==> src/rtl/iuwf_pkg.sv <==
// ----------------------------------------------------------------------------
// iuwf_pkg: shared definitions for the inverse-uncertainty weighted filter
// Constants, register indices and the control bundle of the shared divider.
// ----------------------------------------------------------------------------
package iuwf_pkg;

    // Default ring depth.
    localparam int DEF_MAX_POINTS = 16;

    // Field widths.
    localparam int OFF_W  = 32;
    localparam int UNC_W  = 32;
    localparam int PIU_W  = 5;
    localparam int RF_W   = 8;
    // A weight floor(2^40 / u) needs 41 bits.
    localparam int WGT_W  = 41;

    // Configuration port.
    localparam int CFG_IDX_W  = 2;
    localparam int CFG_DATA_W = 8;
    localparam logic [CFG_IDX_W-1:0] CFG_POINTS_IN_USE = 2'd0;
    localparam logic [CFG_IDX_W-1:0] CFG_REJECT_FACTOR = 2'd1;

    localparam logic [PIU_W-1:0] PIU_RESET = 5'd16;
    localparam logic [RF_W-1:0]  RF_RESET  = 8'd4;

    // Request kinds.
    localparam logic REQ_ADD   = 1'b0;
    localparam logic REQ_CLEAR = 1'b1;

    // Divider step counter width (enough for every numerator width in range).
    localparam int DIV_STEP_W = 8;

    typedef struct packed {
        logic                  start;
        logic [DIV_STEP_W-1:0] steps;
    } t_div_ctl;

endpackage

==> src/rtl/iuwf_div.sv <==
// ----------------------------------------------------------------------------
// iuwf_div: shared restoring divider, one quotient bit per cycle
// Takes a left-aligned numerator and runs the requested number of steps.
// ----------------------------------------------------------------------------
module iuwf_div #(
    parameter int NW = 80,
    parameter int DW = 46,
    parameter int QW = 41
) (
    input  logic                 i_clk,
    input  logic                 i_rst_n,
    input  iuwf_pkg::t_div_ctl   i_ctl,
    input  logic [NW-1:0]        i_num,
    input  logic [DW-1:0]        i_den,
    output logic                 o_done,
    output logic [QW-1:0]        o_quo
);

    logic [NW-1:0]                   r_num;
    logic [DW-1:0]                   r_rem;
    logic [DW-1:0]                   r_den;
    logic [QW-1:0]                   r_quo;
    logic [iuwf_pkg::DIV_STEP_W-1:0] r_cnt;
    logic                            r_busy;
    logic                            r_done;
    logic [DW:0]                     rem2;
    logic                            fits;

    assign rem2 = {r_rem, r_num[NW-1]};
    assign fits = rem2 >= {1'b0, r_den};

    always_ff @(posedge i_clk) begin
        if (!i_rst_n) begin
            r_busy <= 1'b0;
            r_done <= 1'b0;
            r_cnt  <= '0;
        end else begin
            r_done <= 1'b0;
            if (i_ctl.start) begin
                r_busy <= 1'b1;
                r_cnt  <= i_ctl.steps;
            end else if (r_busy) begin
                r_cnt <= r_cnt - 1'b1;
                if (r_cnt == iuwf_pkg::DIV_STEP_W'(1)) begin
                    r_busy <= 1'b0;
                    r_done <= 1'b1;
                end
            end
        end
    end

    always_ff @(posedge i_clk) begin
        if (i_ctl.start) begin
            r_num <= i_num;
            r_den <= i_den;
            r_rem <= '0;
            r_quo <= '0;
        end else if (r_busy) begin
            r_num <= {r_num[NW-2:0], 1'b0};
            r_rem <= fits ? DW'(rem2 - {1'b0, r_den}) : rem2[DW-1:0];
            r_quo <= {r_quo[QW-2:0], fits};
        end
    end

    assign o_done = r_done;
    assign o_quo  = r_quo;

endmodule

==> config.mk <==
export PLATFORM = sky130hd
export DESIGN_NAME = iuwf_div
export DESIGN_NICKNAME = d
export VERILOG_FILES = /design/src/rtl/iuwf_pkg.sv /design/src/rtl/iuwf_div.sv
export SDC_FILE = /design/constraint.sdc
export NUM_CORES = 1
export LEC_CHECK = 0
export ABC_AREA = 1
export BUFFER_PORTS_ARGS = -buffer_cell sky130_fd_sc_hd__buf_4
export CAP_MARGIN = 20
export CORE_ASPECT_RATIO = 0.7
export CORE_UTILIZATION = 50
export CTS_CLUSTER_DIAMETER = 60
export DETAILED_ROUTE_END_ITERATION = 10
export GPL_TIMING_DRIVEN = 1
export HOLD_SLACK_MARGIN = 0.15
export PLACE_DENSITY = 0.71
export SETUP_SLACK_MARGIN = 0.1
export SYNTH_ARGS = -nofsm -noshare
export SYNTH_HDL_FRONTEND = slang
export SYNTH_SLANG_ARGS = --single-unit
==> constraint.sdc <==
create_clock -name i_clk -period 4.8 [get_ports i_clk]
set_input_delay 0.48 -clock i_clk [delete_from_list [all_inputs] [get_ports i_clk]]
set_output_delay 0.48 -clock i_clk [all_outputs]
set_load 0.05 [all_outputs]
==> metrics.yaml, run 1 <==
critical_path:
  path_delay_family: "simple AND/OR/NAND/NOR gates"
  crit_path_end_kind: "flop"
  arrival_ps: 3640
  start_kind: "flop"
  slowest_stage: "nand2_4"
  cp.required_ps: 5220
  critical-path-max-stage-delay_ps: 460
  rr_worst_depth: 15
  cp.depth: 15
  crit_chain: "ha_1 > nand2_2 > inv_1 > a21oi_1 > nand2_2 > nand2_1 > nand2_2 > nand2_2 > nand2_2 > nand2_4 > nand2_8 > nand2_1 > nand2_1 > nand2_1 > nand2_1"
  crit_path_max_fanout: 46
  path_buf_inv: 1
  worstSetupPathType: "flop to flop"
grt:
  grt_pass1_wl_microns: 56210
  grt_pass1_vias: 10794
  antenna_found_initial: 0
  grt_use_total_pct: 27.08
  globalRouteOverflowTotal: 0
  grt_max_degree: 84
placed_design:
  dp_slack_ps: 1590
  io_buffers: 178
  place_congestion: 0.9990
  post_dp_cell_area_sq_mm: 0.01441
  place_hpwl_microns: 26260
floorplan:
  die_h_microns: 136.1
  rows: 48
  dieWidth_microns: 193.6
  num_io_pins: 179
  initial_core_util_pct: 51.56
  dieArea_sq_mm: 0.02636
  coreArea_sq_mm: 0.02492
sta:
  fin_tns_setup_ps: 0
  tightest_slew_ps: 924.4
  fin_skew_ps: 25.28
  relSlewSlack_pct: 38.38
  setup_viol: 0
  fmax_mhz: 310.6
  timing_hold_violations_final: 0
  period_share_pct: 67.08
  fin_ws_ps: 1580
  rsz0062_at_grt: "false"
  min_period_ps: 3220
  final-max-slew-violation-count: 0
logic_synthesis:
  synthDistinctLibCells: 44
  syn_inst: 1788
  synth_common_cells: "nand2_1 (784), inv_1 (297), edfxtp_1 (126)"
  synth_compound_area_share_pct: 5.141
  ys_seq_area_share_pct: 44.56
  yosys-top-cells-area: "edfxtp_1 (29%), nand2_1 (23%), dfxtp_1 (15%), inv_1 (8.7%), ha_1 (4.7%)"
  syn-num-nets: 1974
  ys_seq_elements: 223
  synthAdderAreaFrac_pct: 4.830
  synthMostInstantiatedCell: "nand2_1"
  ys.flop_type: "edfxtp_1"
  synthSimpleGateAreaFrac_pct: 32.79
  synth_top_family_by_area: "simple AND/OR/NAND/NOR gates"
  synth-xor-area-share_pct: 1.840
  synth_top_area_cell: "edfxtp_1"
  synth_mux_area_share_pct: 0
  syn_area_per_cell_sq_um: 7.187
  yosysWarnings: 0
  synth.top_cell.area_share_pct: 29.44
  ys_async_sr_fraction_pct: 0
  synth_edf_count: 126
  syn_area_sq_mm: 0.01285
final_layout:
  nNetsFinal: 2184
  multi_input_area_sq_mm: 0.005737
  seqCellArea_sq_mm: 0.005725
  final_area_sq_mm: 0.01566
  diodes: 0
  syn_to_final_growth_pct: 21.87
  drive_above_1_share_pct: 13.10
  fill_cells: 2240
routing:
  vias_per_cell: 4.982
  firstDrtPassIters: 7
  drcViolationCount: 0
  ant_nets: 0
  drt_wl_total_microns: 35740
  dr_total_vias: 11663
  drtIter0Drc: 1011
  wl_per_cell_microns: 15.27
clock_network:
  cts_buffer_depth: 3
  clkTransAtPathRegs_ps: 60
  ctsHoldBuffers: 47
  ctsResizeCount: 0
  cts_sinks: 223
  htreeDepth: 1
  cts_tree: "built"
  numCtsBuffers: 24
  cts_root_buf: "clkbuf_16"
  clk_latency_ps: 540
  cts_setup_buffers: 0
power_and_ir_drop:
  p_leak_nw: 8.087
  powerDensity_mw_per_mm2: 289.4
  peakVddDrop_mv: 0.2294
flow_run:
  drv_cap: 0
min_path:
  whs_path_depth: 3
  hp-class: "input port to flop"
run_status:
  status: "completed"
[cell usage in the layout, fill, tap and decap left out, types with 3 or more instances in the layout]
cell type      instances
a31oi_1                5
o21a_1                 3
nor3_1                 6
o22ai_1               39
clkbuf_16             24
a21oi_1               34
o21ai_0                9
inv_2                  7
clkinv_2               6
nor2_2                 8
nor2_4                 4
xor2_1                12
clkinv_1               4
o21bai_1               8
nand4_1                8
nand2_1              784
nand3_1               99
clkbuf_1               3
edfxtp_1             126
nand2_2               13
nand3b_1              18
xnor2_1               15
dfxtp_1               97
o21ai_1                6
inv_1                297
nor2_1                72
ha_1                  48
and2_1                 3
buf_4                186
dlygate4sd3_1         47
[logic make-up after synthesis]
| family | count (synthesis) |
|---|---|
| buffers and inverters | 354 |
| adder cells (fa/ha/maj) | 49 |
| AND/OR/NAND/NOR | 1024 |
| AO/OA/AOI/OAI | 111 |
| XOR/XNOR | 27 |
| flip-flops | 223 |
[power by group]
part           internal [W]  switching [W]  total [W]
logic              0.000209       0.000301   0.000509
clock network       0.00105       0.000786    0.00184
registers           0.00215      0.0000347    0.00219
total               0.00341        0.00112    0.00453
[area by class of cell]
class	instances	area share (%)
Inverter	305	7.327
Clock buffer	28	3.995
Clock inverter	16	0.9668
Timing Repair Buffer	233	11.92
Sequential cell	223	36.56
Tap cell	325	2.597
Multi-Input combinational cell	1211	36.63
[worst register-to-register path, stage by stage (launching register included)]
cell     delay, ps
dfxtp_1        330
ha_1           370
nand2_2        110
inv_1           60
a21oi_1        170
nand2_2        160
nand2_1        110
nand2_2         70
nand2_2         90
nand2_2         80
nand2_4        460
nand2_8        370
nand2_1        470
nand2_1        100
nand2_1        100
nand2_1         50
[stage by stage]
step | util, % | hold WS [ps] | std cells | total power [W]
6_report | 62.83 | 199.1 | 2341 | 0.004532
5_1_grt | 62.83 | 200.7 | 2341 | 0.004714
4_1_cts | 62.83 | 184.3 | 2341 | 0.004564
3_5_place_dp | 57.83 | 459.1 | 2250 | 0.002699
3_3_place_gp | 57.83 | 440.8 | 2250 | 0.002689
2_1_floorplan | - | 443.6 | 1788 | 0.002511
[worst paths after layout]
path                           from                endpoint  slack [ps]
max reg2reg   r_rem[4]$_SDFFE_PP0P_  r_rem[43]$_SDFFE_PP0P_        1580
min reg2reg  r_rem[14]$_SDFFE_PP0P_  r_rem[14]$_SDFFE_PP0P_         470
max           r_rem[4]$_SDFFE_PP0P_  r_rem[43]$_SDFFE_PP0P_        1580
min                        i_num[0]  r_num[0]$_SDFFCE_PN0P_         200
[flip-flops by register name (all words and copies together) (netlist names)]
register,flops
r_busy,1
r_num,80
o_quo,41
o_done,1
r_den,46
r_rem,46
r_cnt,8
[routing by layer]
metal	vias up	share of wire (%)	global-route usage [%]
met1	5236	50	41.15
li1	5988	-	-
met3	34	9.7	7.393
met5	-	0	0
met2	405	39	38.13
met4	0	1.1	4.756
No activity file was read; power rests on OpenSTA's default activity.
==> inputs of run 2 (changes only) <==
--- a/config.mk
+++ b/config.mk
@@ -5,7 +5,7 @@
 export SDC_FILE = /design/constraint.sdc
 export NUM_CORES = 1
 export LEC_CHECK = 0
-export ABC_AREA = 1
+export ABC_AREA = 0
 export BUFFER_PORTS_ARGS = -buffer_cell sky130_fd_sc_hd__buf_4
 export CAP_MARGIN = 20
 export CORE_ASPECT_RATIO = 0.7
@@ -14,7 +14,7 @@
 export DETAILED_ROUTE_END_ITERATION = 10
 export GPL_TIMING_DRIVEN = 1
 export HOLD_SLACK_MARGIN = 0.15
-export PLACE_DENSITY = 0.71
+export PLACE_DENSITY = 0.72
 export SETUP_SLACK_MARGIN = 0.1
 export SYNTH_ARGS = -nofsm -noshare
 export SYNTH_HDL_FRONTEND = slang
==> constraint.sdc (replaced) <==
create_clock -name i_clk -period 3.3 [get_ports i_clk]
set_input_delay 0.33 -clock i_clk [delete_from_list [all_inputs] [get_ports i_clk]]
set_output_delay 0.33 -clock i_clk [all_outputs]
set_load 0.05 [all_outputs]
==> run 2 against run 1 <==
Effect of this change:
- global-route usage fell by 1.4 points
- die area down 9.7%
- clock skew down 15 ps
- largest cell class is now sequential cells
- largest power group unchanged
- highest routed layer unchanged
==> metrics.yaml, run 2 <==
sta:
  rsz0062_at_grt: "true"
  fin_skew_ps: 9.862
  tightest_slew_ps: 651.6
  final-max-slew-violation-count: 0
  min_period_ps: 3133
  fin_tns_setup_ps: 0
  timing_hold_violations_final: 0
  period_share_pct: 94.95
  fmax_mhz: 319.1
  relSlewSlack_pct: 56.40
  setup_viol: 0
  holdWs_ps: 331.3
  fin_ws_ps: 166.7
placed_design:
  io_buffers: 178
  place_hpwl_microns: 19070
  post_dp_cell_area_sq_mm: 0.01364
  dp_slack_ps: -198.2
  place_congestion: 0.9495
critical_path:
  cp.required_ps: 3740
  crit_start: "r_num[79]$_DFFE_PP_"
  r2r-start: "r_num[79]$_DFFE_PP_"
  r2r-end: "r_rem[28]$_SDFFE_PP0P_"
  crit_path_end_kind: "flop"
  rr_worst_depth: 13
  arrival_ps: 3570
  start_kind: "flop"
  cp-endpoint: "r_rem[28]$_SDFFE_PP0P_"
  worstSetupPathType: "flop to flop"
  r2r_slack_ps: 170
  crit_path_max_fanout: 3
logic_synthesis:
  yosysWarnings: 0
  ys_async_sr_fraction_pct: 0
  ys_seq_elements: 223
  synthMostInstantiatedCell: "edfxtp_1"
  synth_top_area_cell: "edfxtp_1"
  synth.top_cell.area_share_pct: 32.67
  ys_seq_area_share_pct: 49.43
  syn_area_per_cell_sq_um: 10.41
  syn_area_sq_mm: 0.01158
  syn_inst: 1113
  yosys-top-cells-area: "edfxtp_1 (33%), dfxtp_1 (17%), mux2_2 (8.1%), ha_1 (5.2%), mux2i_1 (3.8%)"
  synth_edf_count: 126
  syn-num-nets: 1299
  ys.flop_type: "edfxtp_1"
  synthDistinctLibCells: 71
  synth_common_cells: "edfxtp_1 (126), nand2_1 (114), nor2_1 (114)"
min_path:
  hp-class: "input port to flop"
  whs_path_depth: 2
power_and_ir_drop:
  peakVddDrop_mv: 0.3453
  p_clk_share_pct: 32.6
  p_leak_nw: 6.743
  p_comb_share_pct: 24.7
  powerDensity_mw_per_mm2: 484.4
  p_seq_share_pct: 42.7
  switchingPower_w: 0.002227
  switching_share_pct: 28.80
  p_int_w: 0.005504
final_layout:
  final_area_sq_mm: 0.01596
  fill_cells: 1689
  drive_above_1_share_pct: 28.06
  final_cell_mix: "buf_4 (258), dlygate4sd3_1 (136), edfxtp_1 (126)"
  syn_to_final_growth_pct: 37.79
  multi_input_area_sq_mm: 0.005483
  top_register: "r_num"
  seqCellArea_sq_mm: 0.005729
  largest_register_ffs: 80
  mostFrequentLayoutCell: "buf_4"
  largest_registers: "r_num (80), r_den (46), r_rem (46)"
  nNetsFinal: 1655
floorplan:
  num_io_pins: 179
  rows: 46
  dieArea_sq_mm: 0.02379
  initial_core_util_pct: 51.08
  dieWidth_microns: 183.9
  die_h_microns: 129.3
  coreArea_sq_mm: 0.02268
clock_network:
  cts_root_buf: "clkbuf_16"
  clkTransAtPathRegs_ps: 60
  clk_latency_ps: 530
  numCtsBuffers: 23
  cts_tree: "built"
  cts_sinks: 223
  htreeDepth: 1
  cts_buffer_depth: 3
grt:
  grt_pass1_vias: 9359
  grt_pass1_wl_microns: 48890
  grt_use_total_pct: 25.72
  globalRouteOverflowTotal: 0
  grt_max_degree: 95
  antenna_found_initial: 1
routing:
  drcViolationCount: 0
  ant_nets: 0
  firstDrtPassIters: 5
  wl_per_cell_microns: 17.19
  dr_total_vias: 9794
  vias_per_cell: 5.444
  drt_wl_total_microns: 30930
  drtIter0Drc: 711
flow_run:
  drv_cap: 0
run_status:
  status: "completed"
[run 2: worst min path at each step]
stage | to | slack, ps | from
floorplan | r_den[0]$_DFFE_PP_ | 430 | i_den[0]
global placement | r_rem[25]$_SDFFE_PP0P_ | 470 | r_rem[25]$_SDFFE_PP0P_
detailed placement | r_rem[25]$_SDFFE_PP0P_ | 480 | r_rem[25]$_SDFFE_PP0P_
CTS | r_rem[41]$_SDFFE_PP0P_ | 340 | i_ctl[8]
global route | r_rem[41]$_SDFFE_PP0P_ | 370 | i_ctl[8]
finish | r_rem[41]$_SDFFE_PP0P_ | 330 | i_ctl[8]
[run 2: cell families after synthesis]
family / Yosys count / synth area share, %
XOR/XNOR: 45 / 3.403
multiplexers: 127 / 11.87
AO/OA/AOI/OAI: 226 / 13.29
AND/OR/NAND/NOR: 313 / 12.11
adder cells (fa/ha/maj): 49 / 5.358
buffers and inverters: 130 / 4.537
flip-flops: 223 / 49.43
[run 2: critical path, cell delays in order, from the launching register on]
cell      delay (ps)
edfxtp_1         390
inv_1             70
ha_2             180
inv_2             40
fa_2             360
a21o_1           180
a221o_1          370
a211o_1          350
a32o_2           270
or2_4            260
a21oi_4          120
xnor2_1          120
nand2_1           70
a311oi_1         250
[run 2: timing repair]
item	4_1_cts	5_1_grt
pin swaps	5	25
gates cloned	1	0
hold buffers	136	0
hold endpoints to repair	136	0
setup buffers	6	6
gates resized for setup	5	24
setup endpoints to repair	33	41
[run 2: area by class of cell]
class	instances	area share [%]
Antenna cell	1	0.01568
Clock buffer	32	4.092
Clock inverter	10	0.3920
Inverter	60	1.419
Multi-Input combinational cell	761	34.36
Sequential cell	223	35.90
Tap cell	312	2.446
Timing Repair Buffer	400	21.38
[run 2: metrics by stage]
step / total power, W / util (%) / std cells
floorplan: 0.004400 / - / 1113
global placement: 0.004953 / 60.14 / 1607
detailed placement: 0.004978 / 60.14 / 1607
CTS: 0.007662 / 69.63 / 1792
global route: 0.008070 / 70.38 / 1799
finish: 0.007731 / 70.38 / 1799
[run 2: power by group through the flow]
stage               logic (W)  registers, W  clock network, W
floorplan             0.00108       0.00332                 0
global placement      0.00162       0.00334                 0
detailed placement    0.00163       0.00335                 0
CTS                   0.00181       0.00329           0.00256
global route          0.00208       0.00332           0.00267
finish                0.00191       0.00330           0.00252
[run 2: layer usage]
layer,track usage [%],share of wire [%],vias up
met1,37.22,46,4633
met5,0,0,-
met2,39.44,44,380
met4,5.833,1.9,0
li1,-,-,4734
met3,5.565,7.8,47
